### src/rtl/core/fcmg_pkg.sv
`timescale 1ns / 1ps
`default_nettype none
// ----------------------------------------------------------------------------
// fcmg_pkg
// Shared types, register map and reply tables of the message gate.
// ----------------------------------------------------------------------------
package fcmg_pkg;

	localparam int CHANNELS = 4;

	typedef enum logic [2:0] {
		FN_READ  = 3'd0,
		FN_WRITE = 3'd1,
		FN_FRAME = 3'd2,
		FN_PTR   = 3'd3,
		FN_MEDIA = 3'd4
	} func_t;

	localparam logic [3:0] REG_IN0   = 4'd0;
	localparam logic [3:0] REG_OUT0  = 4'd4;
	localparam logic [3:0] REG_STAT0 = 4'd8;
	localparam logic [3:0] REG_ISTAT = 4'd12;
	localparam logic [3:0] REG_IMASK = 4'd13;
	localparam logic [3:0] REG_OPTS  = 4'd14;

	localparam logic [7:0] STAT_BASE  = 8'h01;
	localparam logic [7:0] STAT_EMPTY = 8'h10;
	localparam logic [7:0] PKT_HEAD   = 8'h40;
	localparam logic [7:0] LOW6_MASK  = 8'h3F;

	// Reply byte 0 is the first one popped.
	typedef struct packed {
		logic            hit;
		logic [2:0]      len;
		logic [3:0][7:0] b;
	} reply_t;

	function automatic logic [7:0] irq_bit(input logic [1:0] ch);
		logic [7:0] r;
		r = 8'h00;
		r[{ch, 1'b1}] = 1'b1;
		return r;
	endfunction

	function automatic logic [3:0][7:0] media_reply(input logic present);
		logic [3:0][7:0] s;
		s[0] = 8'hB0;
		if (present) begin
			s[1] = 8'h00; s[2] = 8'h02; s[3] = 8'h15;
		end else begin
			s[1] = 8'h02; s[2] = 8'h10; s[3] = 8'h00;
		end
		return s;
	endfunction

	// Single-byte command table of channel C.
	function automatic reply_t chan_c_reply(input logic [7:0] c);
		reply_t r;
		r.hit = 1'b1;
		r.len = 3'd3;
		r.b   = '0;
		r.b[0] = 8'hA5;
		r.b[1] = c;
		unique case (c)
			8'hF6: begin r.len = 3'd4; r.b[2] = 8'h01; r.b[3] = 8'hFF; end
			8'hF0: begin r.b[2] = 8'h7F; end
			8'hF3: begin r.len = 3'd4; r.b[2] = 8'h4D; end
			8'hF4, 8'hF7, 8'hF8: begin r.b[2] = 8'h00; end
			default: r.hit = 1'b0;
		endcase
		return r;
	endfunction

	function automatic logic [7:0] sat8(input logic signed [9:0] v);
		logic [7:0] r;
		if (v < -10'sd128)
			r = 8'h80;
		else if (v > 10'sd127)
			r = 8'h7F;
		else
			r = v[7:0];
		return r;
	endfunction

endpackage
`default_nettype wire

### src/rtl/core/four_channel_message_gate.sv
`timescale 1ns / 1ps
`default_nettype none
// ----------------------------------------------------------------------------
// four_channel_message_gate
// Bus-side message gate: register reads and writes, frame ticks, pointer
// ticks and media events drive four command/reply channels and an IRQ.
// ----------------------------------------------------------------------------
//   channel | dir | bits | contents
//   s_*     | in  | 40   | func, reg_index, write_data, media_present,
//           |     |      | directions, buttons, mouse_dx, mouse_dy
//   m_*     | out | 16   | read_data, irq_pulse
//
// One word per cycle sustained while the output is not stalled. Each word
// is held in an input register, all state is updated by one pass of logic,
// and the answer goes to an output register, which raises m_tvalid. A stalled
// output holds its word; the input register keeps taking words until it is
// occupied too. Reset clears the valid flags and control state, not payload.
// ----------------------------------------------------------------------------
module four_channel_message_gate
	import fcmg_pkg::*;
#(
	parameter int BUFFER_BYTES      = 8,
	parameter int MAX_POINTER_SPEED = 8,
	parameter int DEFER_FRAMES      = 2
) (
	input  wire logic        clk,
	input  wire logic        arst_n,
	input  wire logic        s_tvalid,
	output      logic        s_tready,
	// func[2:0], reg_index[6:3], write_data[14:7], media_present[15],
	// directions[19:16], buttons[21:20], mouse_dx[29:22], mouse_dy[37:30]
	input  wire logic [39:0] s_tdata,
	output      logic        m_tvalid,
	input  wire logic        m_tready,
	// read_data[7:0], irq_pulse[8]
	output      logic [15:0] m_tdata
);

	localparam int CW = $clog2(BUFFER_BYTES + 1);

	// input stage
	logic        valid_s1;
	logic [37:0] word_s1;
	logic        adv;

	// output stage
	logic        out_valid_q;
	logic [7:0]  rd_q;
	logic        irq_q;

	// register file parts
	logic [3:0][7:0] in_reg_q, out_reg_q;
	logic [7:0]      istat_q, imask_q;

	// reply stores
	logic [3:0][3:0][7:0] rep_q;
	logic [3:0][2:0]      rep_cnt_q, rep_idx_q;

	// channel D command and held reply
	logic [7:0]      cmd0_q;
	logic [CW-1:0]   cmd_cnt_q;
	logic [3:0][7:0] held_q;
	logic            held_pend_q;
	logic [1:0]      held_fl_q;

	// decoded fields
	func_t             fn;
	logic [3:0]        reg_idx;
	logic [7:0]        wd;
	logic              present;
	logic [3:0]        dirs;
	logic [1:0]        btn;
	logic signed [7:0] mdx, mdy;

	reply_t     ptr_pkt, c_rep;
	logic       ptr_tick;

	// next-state controls
	logic            pub_en;
	logic [1:0]      pub_ch;
	logic [3:0][7:0] pub_b;
	logic [2:0]      pub_len;
	logic            def_en;
	logic [3:0][7:0] def_b;
	logic            pop_en;
	logic [1:0]      pop_ch;
	logic            in_we, mask_we, cmd_store, cmd_clr, held_clr, held_dec;
	logic [7:0]      d_cmd;
	logic [CW-1:0]   d_cnt_nx;
	logic [1:0]      fl_nx;
	logic [7:0]      istat_nx;
	logic [7:0]      rd_nx;
	logic            irq_nx;
	logic [7:0]      pop_byte;
	logic            d_four;

	assign adv      = valid_s1 && (!out_valid_q || m_tready);
	assign s_tready = !valid_s1 || adv;
	assign m_tvalid = out_valid_q;
	assign m_tdata  = {7'd0, irq_q, rd_q};

	assign fn      = func_t'(word_s1[2:0]);
	assign reg_idx = word_s1[6:3];
	assign wd      = word_s1[14:7];
	assign present = word_s1[15];
	assign dirs    = word_s1[19:16];
	assign btn     = word_s1[21:20];
	assign mdx     = word_s1[29:22];
	assign mdy     = word_s1[37:30];

	assign ptr_tick = adv && (fn == FN_PTR);

	fcmg_pointer #(
		.MAX_POINTER_SPEED(MAX_POINTER_SPEED)
	) u_pointer (
		.clk        (clk),
		.arst_n     (arst_n),
		.tick       (ptr_tick),
		.directions (dirs),
		.buttons    (btn),
		.mouse_dx   (mdx),
		.mouse_dy   (mdy),
		.packet     (ptr_pkt)
	);

	assign c_rep = chan_c_reply(wd);

	// Decode the word held in the input stage into state updates.
	always_comb begin
		pub_en = 1'b0; pub_ch = 2'd0; pub_b = '0; pub_len = 3'd4;
		def_en = 1'b0; def_b = '0;
		pop_en = 1'b0; pop_ch = reg_idx[1:0];
		in_we = 1'b0; mask_we = 1'b0;
		cmd_store = 1'b0; cmd_clr = 1'b0;
		held_clr = 1'b0; held_dec = 1'b0;
		fl_nx = held_fl_q;
		d_cmd = (cmd_cnt_q == '0) ? wd : cmd0_q;
		d_cnt_nx = (cmd_cnt_q < CW'(BUFFER_BYTES)) ? cmd_cnt_q + CW'(1) : cmd_cnt_q;
		d_four = (d_cmd == 8'hA1) || (d_cmd == 8'hB0) || (d_cmd == 8'hB2) ||
		         (d_cmd == 8'hE0) || (d_cmd == 8'hE1);
		pop_byte = rep_q[pop_ch][rep_idx_q[pop_ch][1:0]];
		irq_nx = 1'b0;
		rd_nx = 8'd0;

		case (fn)
			FN_READ: begin
				if (reg_idx[3:2] == REG_OUT0[3:2])
					pop_en = rep_cnt_q[pop_ch] > rep_idx_q[pop_ch];
			end
			FN_WRITE: begin
				if (reg_idx == REG_IMASK) begin
					mask_we = 1'b1;
					irq_nx  = (istat_q & wd) != 8'd0;
				end else if (reg_idx[3:2] == REG_IN0[3:2]) begin
					in_we = 1'b1;
					if (reg_idx[1:0] == 2'd2) begin
						pub_en = c_rep.hit; pub_ch = 2'd2;
						pub_b = c_rep.b; pub_len = c_rep.len;
					end else if (reg_idx[1:0] == 2'd3) begin
						// hold a four-byte command until all bytes are in
						if (d_four && d_cnt_nx < CW'(4)) begin
							cmd_store = 1'b1;
						end else begin
							cmd_clr = 1'b1;
							pub_ch = 2'd3;
							if (d_cmd == 8'hA1 || d_cmd == 8'hB0) begin
								def_en = 1'b1; def_b = media_reply(present);
							end else if (d_cmd == 8'hB2) begin
								def_en = 1'b1;
								def_b = {8'h10, 8'h00, 8'h20, 8'hB2};
							end else if (d_cmd == 8'hB1) begin
								pub_en = 1'b1;
								pub_b = {8'h00, 8'h02, 8'h00, 8'hB1};
							end
						end
					end
				end
			end
			FN_FRAME: begin
				if (held_pend_q) begin
					held_dec = 1'b1;
					fl_nx = (held_fl_q != 2'd0) ? held_fl_q - 2'd1 : held_fl_q;
					if (fl_nx == 2'd0) begin
						held_clr = 1'b1;
						pub_en = 1'b1; pub_ch = 2'd3; pub_b = held_q;
					end
				end
			end
			FN_PTR: begin
				pub_en = ptr_pkt.hit; pub_ch = 2'd0; pub_b = ptr_pkt.b;
			end
			FN_MEDIA: begin
				pub_en = 1'b1; pub_ch = 2'd3; pub_b = media_reply(present);
			end
			default: ;
		endcase

		istat_nx = istat_q;
		if (pop_en && (rep_idx_q[pop_ch] + 3'd1 >= rep_cnt_q[pop_ch]))
			istat_nx = istat_nx & ~irq_bit(pop_ch);
		if (pub_en) begin
			istat_nx = istat_nx | irq_bit(pub_ch);
			irq_nx = (imask_q & irq_bit(pub_ch)) != 8'd0;
		end

		if (fn == FN_READ) begin
			case (reg_idx) inside
				[REG_IN0:REG_IN0 + 4'd3]: rd_nx = in_reg_q[reg_idx[1:0]];
				[REG_OUT0:REG_OUT0 + 4'd3]:
					rd_nx = pop_en ? pop_byte : out_reg_q[reg_idx[1:0]];
				[REG_STAT0:REG_STAT0 + 4'd3]: begin
					// status after any pop of this read
					if (rep_cnt_q[reg_idx[1:0]] >
					    rep_idx_q[reg_idx[1:0]] + {2'd0, pop_en})
						rd_nx = STAT_BASE;
					else
						rd_nx = STAT_BASE | STAT_EMPTY;
				end
				REG_ISTAT: rd_nx = istat_q;
				REG_IMASK: rd_nx = imask_q;
				default: rd_nx = 8'd0;
			endcase
		end
	end

	always_ff @(posedge clk or negedge arst_n) begin
		if (!arst_n) begin
			valid_s1    <= 1'b0;
			out_valid_q <= 1'b0;
			in_reg_q    <= '0;
			out_reg_q   <= '0;
			istat_q     <= 8'd0;
			imask_q     <= 8'd0;
			rep_cnt_q   <= '0;
			rep_idx_q   <= '0;
			cmd_cnt_q   <= '0;
			held_pend_q <= 1'b0;
			held_fl_q   <= 2'd0;
		end else begin
			if (s_tready)
				valid_s1 <= s_tvalid;
			if (adv)
				out_valid_q <= 1'b1;
			else if (m_tready)
				out_valid_q <= 1'b0;
			if (adv) begin
				istat_q <= istat_nx;
				if (mask_we)
					imask_q <= wd;
				if (in_we)
					in_reg_q[reg_idx[1:0]] <= wd;
				if (pop_en) begin
					out_reg_q[pop_ch] <= pop_byte;
					rep_idx_q[pop_ch] <= rep_idx_q[pop_ch] + 3'd1;
				end
				if (pub_en) begin
					rep_cnt_q[pub_ch] <= pub_len;
					rep_idx_q[pub_ch] <= 3'd0;
				end
				if (cmd_store)
					cmd_cnt_q <= d_cnt_nx;
				else if (cmd_clr)
					cmd_cnt_q <= '0;
				// restart the frame count on a new deferral
				if (def_en) begin
					held_pend_q <= 1'b1;
					held_fl_q   <= 2'(DEFER_FRAMES);
				end else if (held_dec) begin
					held_fl_q <= fl_nx;
					if (held_clr)
						held_pend_q <= 1'b0;
				end
			end
		end
	end

	// Payload registers: no reset needed.
	always_ff @(posedge clk) begin
		if (s_tready && s_tvalid)
			word_s1 <= s_tdata[37:0];
		if (adv) begin
			rd_q  <= rd_nx;
			irq_q <= irq_nx;
			if (pub_en)
				rep_q[pub_ch] <= pub_b;
			if (def_en)
				held_q <= def_b;
			if (cmd_store && cmd_cnt_q == '0)
				cmd0_q <= wd;
		end
	end

`ifndef SYNTHESIS
	a_istat_odd: assert property (@(posedge clk) disable iff (!arst_n)
		(istat_q & 8'h55) == 8'h00)
		else $error("interrupt status has a bit outside the channel bits");
	a_held_count: assert property (@(posedge clk) disable iff (!arst_n)
		held_pend_q |-> held_fl_q != 2'd0)
		else $error("held reply pending with no frames left");
	a_rep_idx: assert property (@(posedge clk) disable iff (!arst_n)
		rep_idx_q[3] <= rep_cnt_q[3] && rep_idx_q[0] <= rep_cnt_q[0])
		else $error("reply index ran past reply count");
	a_ready: assert property (@(posedge clk) disable iff (!arst_n)
		!out_valid_q |-> s_tready)
		else $error("input stalled with empty output stage");
`endif

endmodule
`default_nettype wire

### src/rtl/core/fcmg_pointer.sv
`timescale 1ns / 1ps
`default_nettype none
// ----------------------------------------------------------------------------
// fcmg_pointer
// Key repeat counter, button history and motion packet builder.
// ----------------------------------------------------------------------------
module fcmg_pointer
	import fcmg_pkg::*;
#(
	parameter int MAX_POINTER_SPEED = 8
) (
	input  wire logic              clk,
	input  wire logic              arst_n,
	input  wire logic              tick,
	input  wire logic [3:0]        directions,
	input  wire logic [1:0]        buttons,
	input  wire logic signed [7:0] mouse_dx,
	input  wire logic signed [7:0] mouse_dy,
	output reply_t                 packet
);

	logic [7:0]        step_q, step_nx;
	logic [1:0]        btn_q;
	logic [8:0]        speed_raw, speed;
	logic signed [9:0] kx, ky, sx, sy;
	logic [7:0]        ex, ey;

	always_comb begin
		if (directions != 4'd0)
			step_nx = (step_q == 8'hFF) ? step_q : step_q + 8'd1;
		else
			step_nx = 8'd0;
		speed_raw = {1'b0, step_nx} + {8'd0, step_nx[0]};
		speed = (speed_raw > 9'(MAX_POINTER_SPEED)) ? 9'(MAX_POINTER_SPEED) : speed_raw;
		kx = directions[0] ? -$signed({1'b0, speed}) :
		     directions[2] ?  $signed({1'b0, speed}) : 10'sd0;
		ky = directions[1] ? -$signed({1'b0, speed}) :
		     directions[3] ?  $signed({1'b0, speed}) : 10'sd0;
		sx = kx + 10'(mouse_dx);
		sy = ky + 10'(mouse_dy);
		ex = sat8(sx);
		ey = sat8(sy);
		packet.hit = (directions != 4'd0) || (ex != 8'd0) || (ey != 8'd0) ||
		             ((buttons ^ btn_q) != 2'd0);
		packet.len  = 3'd4;
		packet.b[0] = PKT_HEAD | {2'b00, buttons[0], buttons[1], ey[7:6], ex[7:6]};
		packet.b[1] = ex & LOW6_MASK;
		packet.b[2] = ey & LOW6_MASK;
		packet.b[3] = 8'h00;
	end

	// Advance repeat count and button history on each report tick.
	always_ff @(posedge clk or negedge arst_n) begin
		if (!arst_n) begin
			step_q <= 8'd0;
			btn_q  <= 2'd0;
		end else if (tick) begin
			step_q <= step_nx;
			btn_q  <= buttons;
		end
	end

endmodule
`default_nettype wire

### config.mk
export PLATFORM = sky130hd
export DESIGN_NAME = four_channel_message_gate
export DESIGN_NICKNAME = d
export VERILOG_FILES = /design/src/rtl/core/fcmg_pkg.sv /design/src/rtl/core/four_channel_message_gate.sv /design/src/rtl/core/fcmg_pointer.sv
export SDC_FILE = /design/constraint.sdc
export NUM_CORES = 1
export LEC_CHECK = 0
export BUFFER_PORTS_ARGS = -buffer_cell sky130_fd_sc_hd__buf_2
export CAP_MARGIN = 20
export CORE_AREA = 4 4 240 242
export DETAILED_ROUTE_END_ITERATION = 12
export DIE_AREA = 0 0 244 246
export HOLD_SLACK_MARGIN = 0.1
export PLACE_DENSITY = 0.51
export SLEW_MARGIN = 20
export SYNTH_ARGS = -nofsm -noshare
export SYNTH_HDL_FRONTEND = slang
export SYNTH_SLANG_ARGS = --single-unit
### constraint.sdc
create_clock -name clk -period 11.4 [get_ports clk]
set_clock_uncertainty 0.15 [all_clocks]
set_input_delay 0.57 -clock clk [delete_from_list [all_inputs] [get_ports clk]]
set_output_delay 0.57 -clock clk [all_outputs]
set_load 0.02 [all_outputs]
==> flow_summary.toml <==
[route]
drt_drc_violations_left = 0
drtIter0Drc = 631
first_pass_iters = 5
wl_per_cell_um = 17.0
wirelength_mm = 33.4
ant_nets = 0
routed_via_density = 4.59
num_vias = 9001

[timing]
slew_violations = 0
slew-limit-headroom_pct = 31.1
rsz0062_at_grt = "no"
holdWs_ns = 0.226
period_needed_ns = 7.20
final.period_utilization_pct = 63.1
setup_viol = 0
fmaxAchievable_mhz = 139
setup_tns_ns = 0
tightest_slew_ns = 1.03
finalHoldViolCount = 0

[placement]
numPortBuffers = 52
place.gp.congestion = 0.834
hpwl_mm = 22.2

[setup_path]
worstSetupStartpointType = "flop"
r2r.worst_path.cells = 24
cp.arrival_ns = 7.26
cp_max_fo = 31
r2r-end = "rep_q[100]"
crit_type = "flop to flop"
critPathCaptureType = "flop"
slowest_delay_ns = 0.74
crit_path_start = "u_pointer.step_q[0]"
timing.rr.start = "u_pointer.step_q[0]"
regToRegSetupSlack_ns = 4.20
path_cells = "ha_1 -> nand4_2 -> nor2_1 -> xor2_1 -> nor2_1 -> ha_1 -> inv_1 -> nor3_1 -> or3_1 -> and2_1 -> a21oi_1 -> o21ai_0 -> ha_1 -> nand2_1 -> o21ai_0 -> fa_1 -> a211o_1 -> a21boi_0 -> nor4_1 -> a311oi_1 -> a211o_1 -> o21ai_2 -> a31oi_4 -> buf_4"
critPathMostFrequentCell = "ha_1"
cp_slowest_cell = "a311oi_1"
cp-endpoint = "rep_q[100]"
crit_required_ns = 11.46

[layout]
nFillCells = 5721
antenna_cells = 0
drive_gt1_share_pct = 19.4
synthToLayoutAreaGrowth_pct = 18.7
final_nets = 1273

[synthesis]
synth-edff-count = 164
yosysTopAreaCellShare_pct = 35.9
synthAdderAreaFrac_pct = 3.58
synth_top_family_by_area = "multiplexers"
synth_top_area_cell = "edfxtp_1"
yosysMostFrequentCell = "edfxtp_1"
ys_warn_count = 0
synth_common_cells = "edfxtp_1, dfrtp_1, nand2_1"
yosys-top-cells-area = "edfxtp_1, dfrtp_1, mux4_2, mux2_2, ha_1"
synth_ff_type = "edfxtp_1"
avgSynthCellArea_um2 = 12.7
ys_types = 85
synth_area_um2 = 13700
netlist_instances = 1080
yosys.area_share.simple_pct = 11.3
seq_area_frac_synth_pct = 56.9
synth_mux_area_share_pct = 12.9
synth_xor_area_share_pct = 1.40
ys_seq_elements = 279
synth_compound_area_share_pct = 11.1
async_flop_share_pct = 41.2

[floorplan]
fp.dieH_um = 246
start_util_pct = 24.9
io_pins = 62
rows = 86
coreArea_um2 = 55100
die_x_um = 244
die-area_um2 = 60000

[power_and_ir_drop]
irDropWorstVdd_uv = 133
cellPowerDensity_nw_per_um2 = 209
leakage_nw = 6.21
power_w = 0.00340

[clock_tree]
root_buffer = "clkbuf_16"
clock_path_buffers = 3
numCtsBuffers = 31
cts_tree = "yes"
cts.sinks = 279
htreeDepth = 1
clkLatencyLatePin_ns = 0.58
clk_pin_slew_ns = 0.06
cts_resized = 0

[global_route]
grt_pass1_wl_mm = 52.9
grt_max_degree = 73
grtUsageTotal_pct = 11.0
grt_pass1_vias = 9179
grt_overflow = 0
antenna_found_initial = 0

[status]
status = "completed"

[run]
cap_violations = 0

[min_path]
min_path_type = "flop to flop"
## area by class of cell
type,instances,area (um2),share of cell area (%)
Multi-Input combinational cell,746,5650,34.7
Sequential cell,279,7800,48.0
Inverter,29,109,0.669
Timing Repair Buffer,104,756,4.64
Clock inverter,11,179,1.10
Clock buffer,45,838,5.15
Tap cell,748,936,5.75
## timing repair
item	CTS	global route
hold buffers	41	0
endpoints found under the hold margin	83	0
buffers inserted	0	0
## routing by layer
layer / track usage, % / wire [um] / up-vias
met5: 0 / 0 / -
met4: 2.95 / 545 / 0
met3: 1.25 / 1100 / 34
met2: 19.4 / 16500 / 168
met1: 14.4 / 15300 / 4530
li1: - / - / 4269
## flip-flops by register name, indices dropped and copies added, names as in the netlist
register and flops:
cmd0_q 8, cmd_cnt_q 4, held_fl_q 2, held_pend_q 1, held_q 5, imask_q 8
in_reg_q 32, irq_q 1, istat_q 4, m_tvalid 1, out_reg_q 32, rd_q 8
rep_cnt_q 8, rep_idx_q 12, rep_q 104, u_pointer.btn_q 2, u_pointer.step_q 8, valid_s1 1
word_s1 38
## cell usage in the layout, fill, tap and decap left out, types with 6 or more instances in the layout
master / Yosys / layout
inv_1: 27 / 27
nand2_1: 103 / 103
conb_1: 1 / 33
a21o_1: 6 / 6
mux2i_1: 6 / 6
o22ai_1: 15 / 15
clkbuf_1: 30 / 13
o21ai_1: 11 / 11
buf_2: 9 / 51
o21a_1: 9 / 9
nor2b_1: 13 / 13
mux2_2: 55 / 55
a21oi_1: 46 / 46
o21ai_0: 73 / 73
xor2_1: 9 / 9
dlygate4sd3_1: 0 / 41
and2_1: 9 / 8
nor2_1: 81 / 81
nand4_1: 9 / 9
buf_4: 10 / 12
o211ai_1: 9 / 9
nand3_1: 13 / 13
a211oi_1: 6 / 6
xnor2_1: 6 / 6
nor3_1: 21 / 21
edfxtp_1: 164 / 164
nand2b_1: 13 / 13
clkbuf_16: 0 / 31
mux4_2: 47 / 47
ha_1: 36 / 36
dfrtp_1: 115 / 115
and3_1: 9 / 9
## worst min-delay path by stage
stage	to	cells after the start	from	slack, ns
3_3_place_gp	rep_cnt_q[4]	0	rep_cnt_q[4]	0.21
2_1_floorplan	cmd_cnt_q[0]	0	arst_n	0.12
4_1_cts	rep_cnt_q[5]	0	rep_cnt_q[5]	0.23
5_1_grt	rep_cnt_q[4]	0	rep_cnt_q[4]	0.24
3_5_place_dp	rep_cnt_q[5]	0	rep_cnt_q[5]	0.21
6_report	rep_cnt_q[5]	0	rep_cnt_q[5]	0.23
## power by group
group	internal [W]	leakage, nW	switching (W)
logic	0.000459	2.65	0.000709
clock network	0.000603	0.491	0.000415
registers	0.00117	3.07	0.0000483
total	0.00223	6.21	0.00117
## through the flow
stage               cells  utilization [%]  setup slack, ns  area [um2]
floorplan            1112                -             5.00       13800
global placement     1865             26.9             4.31       14800
detailed placement   1865             26.9             4.28       14800
CTS                  1962             29.5             4.26       16300
global route         1962             29.5             3.68       16300
finish               1962             29.5             4.20       16300
## cell families after synthesis
logic type / Yosys count
AO/OA/AOI/OAI: 232
buffers and inverters: 87
adder cells (fa/ha/maj): 38
other: 1
flip-flops: 279
XOR/XNOR: 18
AND/OR/NAND/NOR: 315
multiplexers: 110
## worst max-delay path: cells and delay by family (launching register included)
family | cells | cell delay (ns)
AO/OA/AOI/OAI | 9 | 2.58
adder cells (fa/ha/maj) | 4 | 1.53
AND/OR/NAND/NOR | 8 | 1.36
buffers and inverters | 2 | 0.53
flip-flops | 1 | 0.48
XOR/XNOR | 1 | 0.17
Note: power is estimated with default switching activity, not from simulation.
